===== config.mk =====
export PLATFORM = sky130hd
export DESIGN_NAME = radix_digit_converter_top
export DESIGN_NICKNAME = d
export VERILOG_FILES = /design/src/hw/rtl/rdc_pkg.sv /design/src/hw/rtl/rdc_cell.sv /design/src/hw/rtl/rdc_ctrl.sv /design/src/hw/rtl/radix_digit_converter_top.sv
export SDC_FILE = /design/constraint.sdc
export NUM_CORES = 1
export LEC_CHECK = 0
export ABC_AREA = 1
export BUFFER_PORTS_ARGS = -buffer_cell sky130_fd_sc_hd__buf_2
export CAP_MARGIN = 30
export CORE_ASPECT_RATIO = 0.9
export CORE_MARGIN = 1.5
export CORE_UTILIZATION = 60
export CTS_CLUSTER_SIZE = 14
export DETAILED_ROUTE_END_ITERATION = 16
export GPL_ROUTABILITY_DRIVEN = 0
export PLACE_DENSITY = 0.74
export SKIP_CTS_REPAIR_TIMING = 1
export SLEW_MARGIN = 15
export SYNTH_ARGS = -nofsm -noshare
export SYNTH_HDL_FRONTEND = slang
export SYNTH_HIERARCHICAL = 1
export SYNTH_SLANG_ARGS = --single-unit
export TNS_END_PERCENT = 5

===== constraint.sdc =====
create_clock -name clk -period 8.35 [get_ports clk]
set_input_delay 0.835 -clock clk [delete_from_list [all_inputs] [get_ports clk]]
set_output_delay 0.835 -clock clk [all_outputs]
set_load 0.01 [all_outputs]

===== src/hw/rtl/rdc_pkg.sv =====
// Package for the radix digit converter: shared types, constants and the
// digit to ASCII mapping. Depends on nothing.
package rdc_pkg;

  localparam int DIGIT_W = 4;
  localparam int RADIX_W = 5;
  localparam int CHAR_W  = 7;

  localparam logic [RADIX_W-1:0] RADIX_MIN = 5'd2;
  localparam logic [RADIX_W-1:0] RADIX_MAX = 5'd16;

  localparam logic [CHAR_W-1:0] CHAR_ZERO    = 7'd48;
  localparam logic [CHAR_W-1:0] CHAR_UPPER_A = 7'd65;
  localparam logic [DIGIT_W-1:0] DIGIT_NINE  = 4'd9;
  localparam logic [DIGIT_W-1:0] DIGIT_TEN   = 4'd10;

  typedef enum logic [1:0] {
    S_IDLE,
    S_CONV,
    S_EMIT
  } rdc_state_t;

  typedef struct packed {
    logic clr;
    logic shift;
  } cell_ctrl_t;

  function automatic logic [CHAR_W-1:0] digit_to_ascii(input logic [DIGIT_W-1:0] d);
    logic [CHAR_W-1:0] c;
    if (d <= DIGIT_NINE) begin
      c = CHAR_ZERO + CHAR_W'(d);
    end else begin
      c = CHAR_UPPER_A + CHAR_W'(d - DIGIT_TEN);
    end
    return c;
  endfunction

endpackage


===== src/hw/rtl/rdc_cell.sv =====
// One digit cell of the conversion chain: doubles its digit and adds the
// incoming carry modulo the radix, or shifts digits up during output.
// Depends on rdc_pkg.
module rdc_cell
  import rdc_pkg::*;
(
  input  logic               clk,
  input  logic               rst,
  input  cell_ctrl_t         ctrl,
  input  logic [RADIX_W-1:0] radix,
  input  logic               act_in,
  input  logic               carry_in,
  input  logic [DIGIT_W-1:0] digit_in,
  output logic               act,
  output logic               carry,
  output logic [DIGIT_W-1:0] digit
);

  logic [RADIX_W-1:0] sum;
  logic               wrap;
  logic [RADIX_W-1:0] diff;

  assign sum  = {digit, carry_in};
  assign wrap = (sum >= radix);
  assign diff = sum - radix;

  always_ff @(posedge clk) begin
    if (rst) begin
      act   <= 1'b0;
      carry <= 1'b0;
    end else begin
      act   <= act_in & ~ctrl.clr;
      carry <= act_in & wrap & ~ctrl.clr;
    end
  end

  always_ff @(posedge clk) begin
    if (ctrl.clr) begin
      digit <= '0;
    end else if (ctrl.shift) begin
      digit <= digit_in;
    end else if (act_in) begin
      digit <= wrap ? diff[DIGIT_W-1:0] : sum[DIGIT_W-1:0];
    end
  end

endmodule


===== src/hw/rtl/rdc_ctrl.sv =====
// Sequencer of the radix digit converter: feeds the value into the cell
// chain one bit at a time, then reads digits out of the top cell.
// Depends on rdc_pkg.
module rdc_ctrl
  import rdc_pkg::*;
#(
  parameter int VALUE_WIDTH = 31,
  parameter int MAX_DIGITS  = 31
) (
  input  logic                   clk,
  input  logic                   rst,
  input  logic                   start,
  output logic                   busy,
  input  logic [VALUE_WIDTH-1:0] value,
  input  logic [RADIX_W-1:0]     radix,
  output cell_ctrl_t             cctl,
  output logic [RADIX_W-1:0]     radix_sat,
  output logic                   act0,
  output logic                   bit0,
  input  logic [DIGIT_W-1:0]     top_digit,
  input  logic                   top_carry,
  output logic                   digit_valid,
  output logic [CHAR_W-1:0]      digit_char,
  output logic                   last
);

  localparam int CNT_W  = $clog2(VALUE_WIDTH + MAX_DIGITS);
  localparam int ECNT_W = $clog2(MAX_DIGITS + 1);
  localparam logic [CNT_W-1:0]  CONV_LAST = CNT_W'(VALUE_WIDTH + MAX_DIGITS - 2);
  localparam logic [CNT_W-1:0]  FEED_CYC  = CNT_W'(VALUE_WIDTH);
  localparam logic [ECNT_W-1:0] EMIT_CYC  = ECNT_W'(MAX_DIGITS);
  localparam logic [ECNT_W-1:0] ECNT_ONE  = ECNT_W'(1);

  rdc_state_t             state, state_next;
  logic [CNT_W-1:0]       cnt, cnt_next;
  logic [ECNT_W-1:0]      ecnt, ecnt_next;
  logic                   ovf, ovf_next;
  logic                   started, started_next;
  logic [VALUE_WIDTH-1:0] sr, sr_next;
  logic                   ovf_eff;
  logic                   emit_now;
  logic                   accept;

  assign busy       = (state != S_IDLE);
  assign accept     = start && !busy;
  assign bit0       = sr[VALUE_WIDTH-1];
  assign ovf_eff    = ovf | top_carry;
  assign emit_now   = started || (top_digit != '0) || ovf_eff || (ecnt == ECNT_ONE);
  assign digit_char = digit_to_ascii(top_digit);

  always_ff @(posedge clk) begin
    if (rst) begin
      state   <= S_IDLE;
      cnt     <= '0;
      ecnt    <= '0;
      ovf     <= 1'b0;
      started <= 1'b0;
    end else begin
      state   <= state_next;
      cnt     <= cnt_next;
      ecnt    <= ecnt_next;
      ovf     <= ovf_next;
      started <= started_next;
    end
  end

  always_ff @(posedge clk) begin
    sr <= sr_next;
    if (accept) begin
      if (radix < RADIX_MIN) begin
        radix_sat <= RADIX_MIN;
      end else if (radix > RADIX_MAX) begin
        radix_sat <= RADIX_MAX;
      end else begin
        radix_sat <= radix;
      end
    end
  end

  always_comb begin
    state_next   = state;
    cnt_next     = cnt;
    ecnt_next    = ecnt;
    ovf_next     = ovf;
    started_next = started;
    sr_next      = sr;
    act0         = 1'b0;
    cctl         = '{clr: 1'b0, shift: 1'b0};
    digit_valid  = 1'b0;
    last         = 1'b0;
    unique case (state)
      S_IDLE: begin
        if (start) begin
          cctl.clr     = 1'b1;
          sr_next      = value;
          cnt_next     = '0;
          ovf_next     = 1'b0;
          started_next = 1'b0;
          state_next   = S_CONV;
        end
      end
      S_CONV: begin
        act0     = (cnt < FEED_CYC);
        sr_next  = {sr[VALUE_WIDTH-2:0], 1'b0};
        ovf_next = ovf_eff;
        if (cnt == CONV_LAST) begin
          ecnt_next  = EMIT_CYC;
          state_next = S_EMIT;
        end else begin
          cnt_next = cnt + 1'b1;
        end
      end
      S_EMIT: begin
        cctl.shift   = 1'b1;
        ovf_next     = ovf_eff;
        digit_valid  = emit_now;
        last         = (ecnt == ECNT_ONE);
        started_next = emit_now;
        if (ecnt == ECNT_ONE) begin
          state_next = S_IDLE;
        end else begin
          ecnt_next = ecnt - 1'b1;
        end
      end
      default: begin
        state_next = S_IDLE;
      end
    endcase
  end

  a_valid_busy: assert property (@(posedge clk) disable iff (rst)
    digit_valid |-> busy)
    else $error("digit strobe outside a conversion");

  a_last_valid: assert property (@(posedge clk) disable iff (rst)
    last |-> digit_valid)
    else $error("last mark without a digit");

  a_accept_busy: assert property (@(posedge clk) disable iff (rst)
    accept |=> busy && !digit_valid)
    else $error("accepted transfer did not start a conversion");

  a_last_idle: assert property (@(posedge clk) disable iff (rst)
    (digit_valid && last) |=> !busy)
    else $error("still busy after the final digit");

endmodule


===== src/hw/rtl/radix_digit_converter_top.sv =====
// Radix digit converter: a value is shifted one bit per cycle, most
// significant first, through a chain of MAX_DIGITS digit cells; the digits
// are then shifted out of the top cell. Each digit transfer is marked by
// digit_valid for one cycle and cannot be held off by the receiver. An item
// occupies the block from the accepting edge until start can be taken
// again: its bits are fed into the chain, carries ripple to the top cell,
// digits are shifted out of the top cell with leading zeros being dropped
// silently, and the block passes through its idle state before the next
// transfer. Depends on rdc_pkg, rdc_cell and rdc_ctrl.
module radix_digit_converter_top
  import rdc_pkg::*;
#(
  parameter int VALUE_WIDTH = 31,
  parameter int MAX_DIGITS  = 31
) (
  input  logic                   clk,
  input  logic                   rst,
  input  logic                   start,
  output logic                   busy,
  input  logic [VALUE_WIDTH-1:0] value,
  input  logic [RADIX_W-1:0]     radix,
  output logic                   digit_valid,
  output logic [CHAR_W-1:0]      digit_char,
  output logic                   last
);

  cell_ctrl_t         cctl;
  logic [RADIX_W-1:0] radix_sat;
  logic               act0;
  logic               bit0;
  logic               act   [MAX_DIGITS];
  logic               carry [MAX_DIGITS];
  logic [DIGIT_W-1:0] digit [MAX_DIGITS];

  rdc_ctrl #(
    .VALUE_WIDTH(VALUE_WIDTH),
    .MAX_DIGITS (MAX_DIGITS)
  ) u_ctrl (
    .clk        (clk),
    .rst        (rst),
    .start      (start),
    .busy       (busy),
    .value      (value),
    .radix      (radix),
    .cctl       (cctl),
    .radix_sat  (radix_sat),
    .act0       (act0),
    .bit0       (bit0),
    .top_digit  (digit[MAX_DIGITS-1]),
    .top_carry  (carry[MAX_DIGITS-1]),
    .digit_valid(digit_valid),
    .digit_char (digit_char),
    .last       (last)
  );

  for (genvar k = 0; k < MAX_DIGITS; k++) begin : g_cell
    if (k == 0) begin : g_first
      rdc_cell u_cell (
        .clk     (clk),
        .rst     (rst),
        .ctrl    (cctl),
        .radix   (radix_sat),
        .act_in  (act0),
        .carry_in(bit0),
        .digit_in('0),
        .act     (act[k]),
        .carry   (carry[k]),
        .digit   (digit[k])
      );
    end else begin : g_next
      rdc_cell u_cell (
        .clk     (clk),
        .rst     (rst),
        .ctrl    (cctl),
        .radix   (radix_sat),
        .act_in  (act[k-1]),
        .carry_in(carry[k-1]),
        .digit_in(digit[k-1]),
        .act     (act[k]),
        .carry   (carry[k]),
        .digit   (digit[k])
      );
    end
  end

endmodule


==> run metrics <==
Final nets 2839; DRT Pass-1 Iters 5; hold_sp g_cell[14].g_next.u_cell/act$_SDFF_PP0_; Initial Utilization 0.611; first-pass GRT wire length 71000 um; Antenna Violating Nets Remaining 0; P_leak 0.00976 uW; Least-Margin Pin Slew 894 ps; CP endpoint kind register; CP required between 8000 and 9000 ps; RSZ-0062 raised after global routing no; Final min period between 3000 and 4000 ps; status finished, final reports clean; routed len/inst 13.6 um; Design Area, Final 19900 um2; worst-skew pair later-pin latency ~520 ps; DRC Markers 0; Mapped Avg Cell Area between 7 and 8 um2; grt total ovfl 0; CTS max path bufs 3; 1st-iter DRT viols 898; DPL Wire Length 28600 um; Cell Count, Final, Fillers Out 3023; final setup skew 7.22 ps; fin crit share 0.381; Worst VDD drop 0.400 mV; Final Hold Fails 0; share of cells above drive strength 1 0.133; P per Cell Area 219 nW/um2; clk sinks between 200 and 250; Placed Cells 2979; vias in the first global route 15.6k; Synth warnings 6; # diodes 0; DRT Wirelength 41100 um; overall global routing resource usage 0.263; pins over their slew limit 0; I/O Buffers 48; Worst-path clk slew roughly 60 ps; final setup TNS 0 ps; Core Util, Final 0.665; Worst EP arrival 3560 ps; initial antenna violation count 0; Mapped Cells 2525; Post-Place Cell Area 19100 um2; Die W 187 um; Num CTS Buffers 25; Clock H-tree levels 1; Peak Freq 314 MHz; HP Class reg2reg; final setup fails 0; Die Y roughly 170 um; clk root buf clkbuf_16; io pins 49; Cell Area, Synth 18200 um2; CP Class reg2reg; crit start category register; vias per cell 5.41; row count 60; Core Box Area 29900 um2; worst r2r src u_ctrl/state[0]$_SDFFE_PP0P_; max-cap violations 0; Area Overhead vs Synth 8.90%; largest net degree at the start of global routing 113; Slew HR 0.404; Worst setup startpoint u_ctrl/state[0]$_SDFFE_PP0P_; via count around 16k; area of the die roughly 31000 um2; Crit Path Max Fanout between 70 and 80; CTS tree yes
-- final cells by class --
| type | instances | area (um2) |
|---|---|---|
| inverter | 487 | 1830 |
| tap | 403 | 504 |
| clock buffer | 33 | 699 |
| clock inverter | 11 | 109 |
| timing repair buffer | 59 | 343 |
| fill | 2655 | 10000 |
| multi-input combinational | 1794 | 11300 |
| sequential | 236 | 5080 |
-- cell usage in the layout, fill, tap and decap left out, types with 18 or more instances in the layout --
cell and count:
a21oi_1 138, nand3_1 205, edfxtp_1 36, a22o_2 18, nor3_1 30, clkbuf_16 25, nor4_1 18, buf_2 48
a22oi_1 106, dfxtp_1 200, xnor2_1 33, nor2_4 18, nor2_1 193, ha_1 165, fa_1 31, a21oi_4 31
inv_1 466, nand2_1 536, nand2_2 100, inv_2 20, nand4_1 73, nor2_2 18
-- final timing paths --
path	to	slack (ps)	cells after the start
setup / recovery	g_cell[3].g_next.u_cell/digit[3]$_SDFFE_PP0P_	5170	8
hold / removal	g_cell[15].g_next.u_cell/act$_SDFF_PP0_	470	2
setup reg to reg	g_cell[3].g_next.u_cell/digit[3]$_SDFFE_PP0P_	5170	8
hold reg to reg	g_cell[15].g_next.u_cell/act$_SDFF_PP0_	470	2
-- power breakdown --
group / leakage, uW / internal (uW) / switching, uW / total [uW]
combinational: 0.00739 / 617 / 1270 / 1890
clock: 0.000409 / 648 / 449 / 1100
sequential: 0.00196 / 1300 / 69.9 / 1370
-- per-stage QoR --
| stage | total power, uW | hold slack, ps | setup slack, ps |
|---|---|---|---|
| floorplan | 2840 | 436 | 3080 |
| global placement | 3190 | 452 | 5360 |
| detailed placement | 3270 | 461 | 5270 |
| CTS | 4380 | 469 | 5230 |
| global route | 4700 | 477 | 4930 |
| finish | 4360 | 466 | 5170 |
-- registers in the layout, summed over array words and instances (netlist names) --
name,count
g_cell.g_next.u_cell/digit,120
u_ctrl/ovf,1
g_cell.g_first.u_cell/digit,4
g_cell.g_first.u_cell/act,1
g_cell.g_next.u_cell/carry,30
g_cell.g_next.u_cell/act,29
u_ctrl/started,1
u_ctrl/sr,31
u_ctrl/state,2
g_cell.g_first.u_cell/carry,1
u_ctrl/ecnt,5
u_ctrl/cnt,6
u_ctrl/radix_sat,5
-- worst max-delay path, stage by stage (launching register included) --
cell and delay (ps):
dfxtp_1 320, inv_1 130, ha_4 470, buf_4 660, buf_4 720, nor2_1 230
a22o_2 260, nor2_1 100, nor2_1 40
-- routing by layer --
layer / vias to the layer above / GRT usage / routed length (um)
met5: - / 0 / 0
met4: 0 / 0.0638 / 723
met3: 62 / 0.0275 / 1750
met2: 365 / 0.455 / 19200
met1: 7504 / 0.354 / 19500
li1: 8427 / - / -
No activity file was read; power rests on OpenSTA's default activity.
